**config.mk**
```make
export PLATFORM = sky130hd
export DESIGN_NAME = seven_segment_text_frame_builder_flat
export DESIGN_NICKNAME = d
export VERILOG_FILES = /design/src/rtl/core/stfb_pkg.sv /design/src/rtl/core/stfb_ifs.sv /design/src/rtl/core/seven_segment_text_frame_builder.sv /design/src/flat_wrapper.sv
export SDC_FILE = /design/constraint.sdc
export NUM_CORES = 1
export LEC_CHECK = 0
export BUFFER_PORTS_ARGS = -buffer_cell sky130_fd_sc_hd__clkbuf_2
export CORE_MARGIN = 2
export CORE_UTILIZATION = 45
export DETAILED_ROUTE_END_ITERATION = 16
export HOLD_SLACK_MARGIN = 0.05
export SLEW_MARGIN = 15
export SYNTH_ARGS = -nofsm -noshare
export SYNTH_HDL_FRONTEND = slang
export SYNTH_MEMORY_MAX_BITS = 65536
export SYNTH_SLANG_ARGS = --single-unit
```
**constraint.sdc**
```tcl
create_clock -name clk -period 3.6 [get_ports clk]
set_clock_uncertainty 0.15 [all_clocks]
set_input_delay 0.18 -clock clk [delete_from_list [all_inputs] [get_ports clk]]
set_output_delay 0.18 -clock clk [all_outputs]
set_load 0.03 [all_outputs]
```
**src/rtl/core/stfb_pkg.sv**
```systemverilog
// package: constants, types and the seven-segment character table
`timescale 1ns / 1ps
package stfb_pkg;

  localparam int DIGIT_COUNT = 4;
  localparam int POS_W = $clog2(DIGIT_COUNT + 1);
  localparam int IDX_W = (DIGIT_COUNT > 1) ? $clog2(DIGIT_COUNT) : 1;
  localparam int SEQ_W = $clog2(DIGIT_COUNT + 2);

  localparam int CMD_W = 2;
  localparam int CHAR_W = 8;
  localparam int BYTE_W = 8;
  localparam int BRIGHT_W = 3;

  localparam logic [BYTE_W-1:0] CMD_AUTO_INC = 8'h40;
  localparam logic [BYTE_W-1:0] CMD_ADDR_ZERO = 8'hC0;
  localparam logic [BYTE_W-1:0] CMD_DISPLAY_ON = 8'h88;
  localparam int DOT_BIT = 7;
  localparam logic [BRIGHT_W-1:0] BRIGHT_RESET = 3'd7;

  typedef enum logic [CMD_W-1:0] {
    CMD_TEXT   = 2'd0,
    CMD_CLEAR  = 2'd1,
    CMD_BRIGHT = 2'd2,
    CMD_NOP    = 2'd3
  } cmd_t;

  typedef logic [BYTE_W-1:0] seg_t;

  function automatic seg_t seg_encode(input logic [CHAR_W-1:0] ch);
    seg_t s;
    unique case (ch)
      "0":      s = 8'h3F;
      "1":      s = 8'h06;
      "2":      s = 8'h5B;
      "3":      s = 8'h4F;
      "4":      s = 8'h66;
      "5":      s = 8'h6D;
      "6":      s = 8'h7D;
      "7":      s = 8'h07;
      "8":      s = 8'h7F;
      "9":      s = 8'h6F;
      "-":      s = 8'h40;
      "A", "a": s = 8'h77;
      "B", "b": s = 8'h7C;
      "C":      s = 8'h39;
      "c":      s = 8'h58;
      "D", "d": s = 8'h5E;
      "E", "e": s = 8'h79;
      "F", "f": s = 8'h71;
      "G", "g": s = 8'h3D;
      "H":      s = 8'h76;
      "h":      s = 8'h74;
      "I", "i": s = 8'h30;
      "J", "j": s = 8'h1E;
      "L", "l": s = 8'h38;
      "N":      s = 8'h37;
      "n":      s = 8'h54;
      "O":      s = 8'h3F;
      "o":      s = 8'h5C;
      "P", "p": s = 8'h73;
      "R", "r": s = 8'h50;
      "S", "s": s = 8'h6D;
      "T", "t": s = 8'h78;
      "U":      s = 8'h3E;
      "u":      s = 8'h1C;
      "Y", "y": s = 8'h6E;
      default:  s = 8'h00;
    endcase
    return s;
  endfunction

endpackage

```
**src/rtl/core/stfb_ifs.sv**
```systemverilog
// channel interfaces: text/command input, byte output, brightness write
`timescale 1ns / 1ps
interface stfb_in_if import stfb_pkg::*; ();
  logic              valid;
  logic              ready;
  logic [CMD_W-1:0]  cmd;
  logic [CHAR_W-1:0] char_code;
  logic              last_char;
  modport source (output valid, cmd, char_code, last_char, input ready);
  modport sink (input valid, cmd, char_code, last_char, output ready);
endinterface

interface stfb_out_if import stfb_pkg::*; ();
  logic              valid;
  logic              ready;
  logic              begin_transfer;
  logic [BYTE_W-1:0] data_byte;
  logic              end_transfer;
  logic              last;
  modport source (output valid, begin_transfer, data_byte, end_transfer, last, input ready);
  modport sink (input valid, begin_transfer, data_byte, end_transfer, last, output ready);
endinterface

interface stfb_cfg_if import stfb_pkg::*; ();
  logic                valid;
  logic                ready;
  logic [BRIGHT_W-1:0] data;
  modport source (output valid, data, input ready);
  modport sink (input valid, data, output ready);
endinterface

```
**src/rtl/core/seven_segment_text_frame_builder.sv**
```systemverilog
// top level: text to seven-segment frame builder with byte output sequencer
`timescale 1ns / 1ps
// Takes one command or text character per input transfer into an input register,
// encodes it combinationally and updates the digit store. A character marked
// last_char, or a clear command, loads a six-byte display frame (0x40 alone, then
// 0xC0 and the four digit bytes) into the output buffer; a brightness command
// loads the single byte 0x88 | brightness. Items that give no bytes go through at
// one per cycle. An item that gives bytes waits only until the output buffer has
// shown its final byte; it is taken in the cycle that byte is accepted, so frames
// follow back to back. The one-byte-wide output port gives one byte per cycle
// while out_chan.ready is high. Brightness writes are taken in any cycle.
module seven_segment_text_frame_builder import stfb_pkg::*; (
  input  logic       clk,
  input  logic       rst_n,
  stfb_in_if.sink    in_chan,
  stfb_out_if.source out_chan,
  stfb_cfg_if.sink   cfg_chan
);

  // input register
  logic              item_vld_r;
  cmd_t              cmd_r;
  logic [CHAR_W-1:0] char_r;
  logic              fin_r;

  // digit store
  seg_t              digits_r [DIGIT_COUNT];
  seg_t              digits_upd [DIGIT_COUNT];
  logic [POS_W-1:0]  pos_r;
  logic [POS_W-1:0]  pos_upd;

  // output buffer
  logic              buf_vld_r;
  logic              buf_bright_r;
  logic [SEQ_W-1:0]  seq_r;
  seg_t              frame_r [DIGIT_COUNT];

  logic [BRIGHT_W-1:0] bright_r;

  logic is_dot;
  logic is_text;
  logic frame_done;
  logic needs_out;
  logic out_xfer;
  logic buf_free;
  logic item_go;
  logic [SEQ_W-1:0] digit_sel;

  assign cfg_chan.ready = 1'b1;

  assign is_dot  = (char_r == ".") || (char_r == ":");
  assign is_text = (cmd_r == CMD_TEXT);
  assign needs_out = (is_text && fin_r) || (cmd_r == CMD_CLEAR) || (cmd_r == CMD_BRIGHT);

  assign out_xfer = out_chan.valid && out_chan.ready;
  assign buf_free = !buf_vld_r || (out_xfer && out_chan.last);
  assign item_go  = item_vld_r && (!needs_out || buf_free);
  assign in_chan.ready = !item_vld_r || item_go;

  // apply one text character to the store
  always_comb begin
    pos_upd = pos_r;
    for (int i = 0; i < DIGIT_COUNT; i++) begin
      digits_upd[i] = digits_r[i];
    end
    if (is_text && (pos_r < POS_W'(DIGIT_COUNT))) begin
      if (is_dot) begin
        for (int i = 0; i < DIGIT_COUNT; i++) begin
          if (pos_r == POS_W'(i + 1)) begin
            digits_upd[i][DOT_BIT] = 1'b1;
          end
        end
      end else begin
        for (int i = 0; i < DIGIT_COUNT; i++) begin
          if (pos_r == POS_W'(i)) begin
            digits_upd[i] = seg_encode(char_r);
          end
        end
        pos_upd = pos_r + POS_W'(1);
      end
    end
  end

  always_ff @(posedge clk) begin
    if (!rst_n) begin
      item_vld_r <= 1'b0;
    end else if (in_chan.ready) begin
      item_vld_r <= in_chan.valid;
    end
  end

  always_ff @(posedge clk) begin
    if (in_chan.ready && in_chan.valid) begin
      cmd_r  <= cmd_t'(in_chan.cmd);
      char_r <= in_chan.char_code;
      fin_r  <= in_chan.last_char;
    end
  end

  always_ff @(posedge clk) begin
    if (!rst_n) begin
      bright_r <= BRIGHT_RESET;
    end else if (cfg_chan.valid) begin
      bright_r <= cfg_chan.data;
    end
  end

  assign frame_done = (is_text && fin_r) || (cmd_r == CMD_CLEAR);

  always_ff @(posedge clk) begin
    if (!rst_n) begin
      pos_r <= '0;
      for (int i = 0; i < DIGIT_COUNT; i++) begin
        digits_r[i] <= '0;
      end
    end else if (item_go) begin
      if (frame_done) begin
        pos_r <= '0;
        for (int i = 0; i < DIGIT_COUNT; i++) begin
          digits_r[i] <= '0;
        end
      end else if (is_text) begin
        pos_r <= pos_upd;
        for (int i = 0; i < DIGIT_COUNT; i++) begin
          digits_r[i] <= digits_upd[i];
        end
      end
    end
  end

  always_ff @(posedge clk) begin
    if (!rst_n) begin
      buf_vld_r <= 1'b0;
    end else if (item_go && needs_out) begin
      buf_vld_r <= 1'b1;
    end else if (out_xfer && out_chan.last) begin
      buf_vld_r <= 1'b0;
    end
  end

  always_ff @(posedge clk) begin
    if (item_go && needs_out) begin
      seq_r        <= '0;
      buf_bright_r <= (cmd_r == CMD_BRIGHT);
      for (int i = 0; i < DIGIT_COUNT; i++) begin
        frame_r[i] <= (cmd_r == CMD_CLEAR) ? '0 : digits_upd[i];
      end
    end else if (out_xfer) begin
      seq_r <= seq_r + SEQ_W'(1);
    end
  end

  // byte order within a frame: auto-increment, address zero, then the digits
  assign digit_sel = seq_r - SEQ_W'(2);
  assign out_chan.valid = buf_vld_r;

  always_comb begin
    if (buf_bright_r) begin
      out_chan.begin_transfer = 1'b1;
      out_chan.data_byte      = CMD_DISPLAY_ON | BYTE_W'(bright_r);
      out_chan.end_transfer   = 1'b1;
      out_chan.last           = 1'b1;
    end else if (seq_r == SEQ_W'(0)) begin
      out_chan.begin_transfer = 1'b1;
      out_chan.data_byte      = CMD_AUTO_INC;
      out_chan.end_transfer   = 1'b1;
      out_chan.last           = 1'b0;
    end else if (seq_r == SEQ_W'(1)) begin
      out_chan.begin_transfer = 1'b1;
      out_chan.data_byte      = CMD_ADDR_ZERO;
      out_chan.end_transfer   = 1'b0;
      out_chan.last           = 1'b0;
    end else begin
      out_chan.begin_transfer = 1'b0;
      out_chan.data_byte      = frame_r[digit_sel[IDX_W-1:0]];
      out_chan.end_transfer   = (seq_r == SEQ_W'(DIGIT_COUNT + 1));
      out_chan.last           = (seq_r == SEQ_W'(DIGIT_COUNT + 1));
    end
  end

endmodule
```
**src/flat_wrapper.sv**
```systemverilog
// flat-port wrapper written by rule: the top's interface ports become plain ports
module seven_segment_text_frame_builder_flat import stfb_pkg::*;
  (clk, rst_n, in_chan_valid, in_chan_cmd, in_chan_char_code, in_chan_last_char, in_chan_ready, out_chan_valid, out_chan_begin_transfer, out_chan_data_byte, out_chan_end_transfer, out_chan_last, out_chan_ready, cfg_chan_valid, cfg_chan_data, cfg_chan_ready);
  stfb_in_if in_chan_i ();
  stfb_out_if out_chan_i ();
  stfb_cfg_if cfg_chan_i ();
  input  logic clk;
  input  logic rst_n;
  input wire logic [$bits(in_chan_i.valid)-1:0] in_chan_valid;
  input wire logic [$bits(in_chan_i.cmd)-1:0] in_chan_cmd;
  input wire logic [$bits(in_chan_i.char_code)-1:0] in_chan_char_code;
  input wire logic [$bits(in_chan_i.last_char)-1:0] in_chan_last_char;
  output wire logic [$bits(in_chan_i.ready)-1:0] in_chan_ready;
  output wire logic [$bits(out_chan_i.valid)-1:0] out_chan_valid;
  output wire logic [$bits(out_chan_i.begin_transfer)-1:0] out_chan_begin_transfer;
  output wire logic [$bits(out_chan_i.data_byte)-1:0] out_chan_data_byte;
  output wire logic [$bits(out_chan_i.end_transfer)-1:0] out_chan_end_transfer;
  output wire logic [$bits(out_chan_i.last)-1:0] out_chan_last;
  input wire logic [$bits(out_chan_i.ready)-1:0] out_chan_ready;
  input wire logic [$bits(cfg_chan_i.valid)-1:0] cfg_chan_valid;
  input wire logic [$bits(cfg_chan_i.data)-1:0] cfg_chan_data;
  output wire logic [$bits(cfg_chan_i.ready)-1:0] cfg_chan_ready;
  assign in_chan_i.valid = in_chan_valid;
  assign in_chan_i.cmd = in_chan_cmd;
  assign in_chan_i.char_code = in_chan_char_code;
  assign in_chan_i.last_char = in_chan_last_char;
  assign in_chan_ready = in_chan_i.ready;
  assign out_chan_valid = out_chan_i.valid;
  assign out_chan_begin_transfer = out_chan_i.begin_transfer;
  assign out_chan_data_byte = out_chan_i.data_byte;
  assign out_chan_end_transfer = out_chan_i.end_transfer;
  assign out_chan_last = out_chan_i.last;
  assign out_chan_i.ready = out_chan_ready;
  assign cfg_chan_i.valid = cfg_chan_valid;
  assign cfg_chan_i.data = cfg_chan_data;
  assign cfg_chan_ready = cfg_chan_i.ready;
  seven_segment_text_frame_builder u_core (.clk(clk), .rst_n(rst_n), .in_chan(in_chan_i), .out_chan(out_chan_i), .cfg_chan(cfg_chan_i));
endmodule
```
Word level (Yosys, flattened, before mapping)
Memories as Yosys holds them, arrays and structs flattened. A register that Yosys moved wholly into a read port is not among the register bits.
Cells that the tools add are included.
{"block": "classes", "n_addsub": 3, "n_lt_le_gt_ge": 1, "eq_ne": 11, "muxes": 66, "bitwise_logic": 8, "n_reduce_logical": 23}
{"cell": "$mux 8", "count": 23}
{"cell": "$mux 7", "count": 8}
{"cell": "$mux 32", "count": 1}
{"cell": "$mux 1", "count": 30}
{"cell": "$eq 8x6->1 const B", "count": 2}
{"cell": "$mux 3", "count": 4}
{"cell": "$or 1x1->1", "count": 8}
{"cell": "$logic_and 1x1->1", "count": 7}
{"cell": "$add 3x1->3 const B", "count": 2}
{"cell": "$eq 3x1->1 const B", "count": 2}
{"cell": "$eq 3x2->1 const B", "count": 2}
{"cell": "$eq 3x3->1 const B", "count": 2}
{"cell": "$logic_not 3->1", "count": 2}
{"cell": "$logic_or 1x1->1", "count": 6}
{"cell": "$reduce_bool 2->1", "count": 3}
{"cell": "$reduce_and 4->1", "count": 1}
{"cell": "$logic_not 1->1", "count": 3}
{"cell": "$lt 3x3->1 const B", "count": 1}
{"cell": "$eq 2x1->1 const B", "count": 1}
{"cell": "$eq 2x2->1 const B", "count": 1}
{"cell": "$logic_not 2->1", "count": 1}
{"cell": "$ne 2x2->1 const B", "count": 1}
{"cell": "$sub 2x2->2 const B", "count": 1}
{"block": "totals", "register_bits": 23, "ram_bits": 64, "rom_bits": 3584, "inputBits": 19, "out_inout_bits": 14, "wordCells": 127, "memories": 6}
{"memory": "(no name shown)", "words": 128, "word_bits": 7, "read_ports": 1, "rd_clocked_by_memory_dff": 1, "wr": 0, "line": "stfb_pkg.sv:32", "source": "unique case (ch)"}
{"memory": "(no name shown)", "words": 128, "word_bits": 7, "read_ports": 1, "rd_clocked_by_memory_dff": 1, "wr": 0, "line": "stfb_pkg.sv:32"}
{"memory": "(no name shown)", "words": 128, "word_bits": 7, "read_ports": 1, "rd_clocked_by_memory_dff": 1, "wr": 0, "line": "stfb_pkg.sv:32"}
{"memory": "(no name shown)", "words": 128, "word_bits": 7, "read_ports": 1, "rd_clocked_by_memory_dff": 1, "wr": 0, "line": "stfb_pkg.sv:32"}
{"memory": "u_core.digits_r", "words": 4, "word_bits": 8, "read_ports": 4, "rd_clocked_by_memory_dff": 0, "wr": 4, "line": "seven_segment_text_frame_builder.sv:27", "source": "seg_t digits_r [DIGIT_COUNT];"}
{"memory": "u_core.frame_r", "words": 4, "word_bits": 8, "read_ports": 1, "rd_clocked_by_memory_dff": 0, "wr": 4, "line": "seven_segment_text_frame_builder.sv:36", "source": "seg_t frame_r [DIGIT_COUNT];"}

Longest topological paths before layout
{"block": "logic_depth", "depth_word": 13, "ltp_mapped": 15, "depth_no_buf": 12}

Worst setup path after synthesis
OpenSTA, ideal clock, no wires.
{"block": "synth_path", "kind": "register to register", "from": "reg u_core.seq_r[1]", "to": "reg with a tool-made name", "setup_ps": 62, "arrival_time_ps": 3371, "required_time_ps": 3388, "setup_slack_ps": 17, "path_stages_with_launch": 15, "n_path_buf": 2, "synth_period_minus_slack_ps": 3583, "path_cell_list": "dfxtp_1 -> clkbuf_1 -> inv_1 -> ha_1 -> a21oi_1 -> o21ai_2 -> o21ai_2 -> mux2i_1 -> inv_1 -> ha_1 -> clkbuf_1 -> nor3_2 -> o21ai_1 -> a311o_1 -> nand3_1"}
{"element": "start, declared", "line": "seven_segment_text_frame_builder.sv:35", "source": "logic [SEQ_W-1:0] seq_r;"}
{"element": "start signal, assigned", "line": "seven_segment_text_frame_builder.sv:149", "source": "seq_r <= seq_r + SEQ_W'(1);"}

==> flow_summary.toml <==
[final_layout]
utilization_pct = 53.05
areaGrowthSynthToFinish_pct = 15.02
final_nets = 556
drive_gt1_share_pct = 15.97
mostFrequentLayoutCells = "nor2_1, edfxtp_1, mux2i_1"
final_common_cell = "nor2_1"
fill_cells = 952
diodes = 0

[placed_design]
dp_hpwl_um = 7965
place.gp.congestion = 0.8770
io_buffers = 31

[setup_path]
critPathArrivalTime_ns = 3.45
slowest_delay_ns = 0.46
cpLargestDelayFamily = "compound AO/OA/AOI/OAI gates"
worst-setup-path-type = "reg2reg"
crit_fanout = 14
crit_start = "u_core.seq_r[1]$_SDFFE_PP0P_"
cp.required_ns = 3.76
cp_slowest_cell = "a2111oi_0"
startpoint_type = "register"
regToRegStartpoint = "u_core.seq_r[1]$_SDFFE_PP0P_"
worstSetupEndpointType = "register"
crit_buf_inv = 4
worstPathCellList = "inv_1, ha_1, a21oi_1, o21ai_2, o21ai_4, buf_4, inv_1, buf_4, o31ai_1, a221oi_1, a2111oi_0, a211o_1"

[clocking]
cts_tree = "yes"
cts-buffers-inserted = 9
htreeDepth = 3
cts_root_buffer = "clkbuf_8"
cts_setup_buffers = 0
cts.path.max_buffers = 2
clk_transition_reported_paths_ns = 0.10
clk_latency_ns = 0.36
clkSinkCount = 94

[synth]
postSynthCellCount = 467
synth_ff_type = "edfxtp_1"
async_reset_ff_share_pct = 0
synth_nets = 502
ys_seq_area_share_pct = 51.25
yosysUniqueCellTypes = 55
synth_edf_count = 68
yosys_warnings = 0
syn_avg_cell_area_um2 = 10.71
syn_area_um2 = 5000
synth_seq_cells = 94

[pwr]
p_per_area_nw_per_um2 = 428.6
p_int_mw = 1.762
switchingPower_mw = 0.7023
combPwrFrac_pct = 19.7
p_leak_nw = 2.270
ir_worst_vdd_uv = 250.1
pwr-share-clk_pct = 29.6
switching_share_pct = 28.49
power_frac_seq_pct = 50.8

[sta]
setup_viol = 0
relSlewSlack_pct = 49.19
fin_crit_ns = 3.284
rsz0062_at_grt = "no"
fmax_mhz = 304.5
finalSetupTns_ns = 0
hold_viol = 0
finalCritPeriodShare_pct = 91.23
maxSlewViolCount = 0
worst_pin_slew_ns = 0.7571

[floorplan]
rows = 38
ios = 33
dieArea_um2 = 11970
initial_utilization_pct = 46.12
die_h_um = 109.4
core_area_um2 = 10840
die_x_um = 109.4

[global_routing]
grt_pass1_wl_um = 18130
track_usage_pct = 19.98
antenna_found_initial = 0
grt_overflow = 0
grt_max_degree = 37
grt_pass1_vias = 3560

[detailed_routing]
dr_total_vias = 3671
drtIter0Drc = 194
post_drt_wl_per_cell_um = 16.67
viasPerCell = 5.512
postRouteAntennaNets = 0
drc_errors = 0
drtPass1Iterations = 8
wirelength_um = 11110

[min_path]
hold_start = "rst_n"
hold_class = "in2reg"

[flow_run]
maxCapViolCount = 0

[outcome]
status = "finished clean"
timing repair:
item	4_1_cts	5_1_grt
endpoints found under the setup margin	0	3
resized for setup	0	2
hold buffers	22	0
hold endpoints to repair	18	0
power groups by stage:
stage,clock network (mW),registers [mW],logic [mW]
after CTS,0.743,1.25,0.484
after detailed placement,0,1.28,0.463
after global routing,0.792,1.26,0.534
final,0.729,1.25,0.485
after floorplan,0,1.27,0.344
after global placement,0,1.27,0.462
layer usage:
| metal | up-vias | GRT usage, % | share of wire [%] |
|---|---|---|---|
| met1 | 1747 | 25.35 | 45 |
| li1 | 1789 | - | - |
| met3 | 19 | 3.320 | 4.2 |
| met4 | 0 | 7.233 | 1.9 |
| met2 | 116 | 34.39 | 49 |
| met5 | - | 0 | 0 |
worst reg2reg max path, cell delays in order (launching register included):
cell and delay (ns):
dfxtp_1 0.34, inv_1 0.06, ha_1 0.21, a21oi_1 0.30, o21ai_2 0.18, o21ai_4 0.34, buf_4 0.28, inv_1 0.08
buf_4 0.19, o31ai_1 0.35, a221oi_1 0.14, a2111oi_0 0.46, a211o_1 0.15
logic make-up (layout without fill, tap and decap cells):
group                      Yosys count  in the layout  share of synthesized area (%)
AOI/OAI and AO/OA                   86             86                          11.31
and+or+nand+nor                    174            174                          15.92
buffers and inverters               39             98                          3.678
other                                1              1                        0.07500
DFF                                 94             94                          51.25
muxes                               53             53                          13.06
xor gates and xnor gates             4              4                         0.7008
adders and majority gates           16             16                          4.004
cells in the mapped netlist, drive strengths merged (5+ instances only):
master   n  area share, %
nor2    89            6.7
edfxtp  68             41
mux2i   40            8.3
nand2   31            2.3
dfxtp   26             10
a21oi   23            2.3
o21ai   19            2.1
clkbuf  16            1.2
ha      16            4.0
inv     15            1.1
nor2b   13            1.6
buf      8            1.3
mux4     8            3.6
nand2b   8            1.0
a22oi    7            1.1
nor3     7           0.90
or3      7           0.88
nand3    6           0.70
a21boi   5           0.75
a22o     5           0.88
a31oi    5           0.63
mux2     5            1.2
o31ai    5           0.75
cell type report:
type                            count  area, µm²  share of cell area, %
Clock buffer                       10      137.6                  2.393
Clock inverter                      6      68.82                  1.197
Inverter                           15      56.30                 0.9791
Multi-Input combinational cell    334       2270                  39.47
Sequential cell                    94       2562                  44.56
Tap cell                          140      175.2                  3.046
Timing Repair Buffer               67      480.5                  8.355
stage by stage:
stage / power (mW) / worst slack [ns] / cells / hold slack (ns) / area, µm²
6_report: 2.465 / 0.3156 / 666 / 0.1094 / 5751
5_1_grt: 2.583 / 0.09904 / 666 / 0.1228 / 5751
4_1_cts: 2.479 / 0.1434 / 666 / 0.08597 / 5739
3_5_place_dp: 1.740 / 0.1645 / 628 / 0.2086 / 5313
3_3_place_gp: 1.736 / 0.2942 / 628 / 0.2082 / 5313
2_1_floorplan: 1.609 / 0.01668 / 467 / 0.1289 / 5000
path summary, 6_finish.rpt:
| kind | end | slack, ns | cells after the start |
|---|---|---|---|
| max | register | 0.32 | 12 |
| min | u_core.digits_r[2][7]$_SDFFE_PP0P_ | 0.11 | 3 |
| max reg2reg | register | 0.32 | 12 |
| min reg2reg | u_core.pos_r[1]$_SDFFE_PN0P_ | 0.37 | 2 |
sequential cells by signal, indices dropped and copies added (netlist names), named ones only:
register               count
u_core.digits_r           32
u_core.buf_bright_r        1
u_core.pos_r               3
u_core.bright_r            3
u_core.item_vld_r          1
u_core.fin_r               1
u_core.seq_r               3
u_core.cmd_r               2
u_core.frame_r            32
u_core.out_chan.valid      1
u_core.char_r              8
Power figures use the tool's default switching activity.
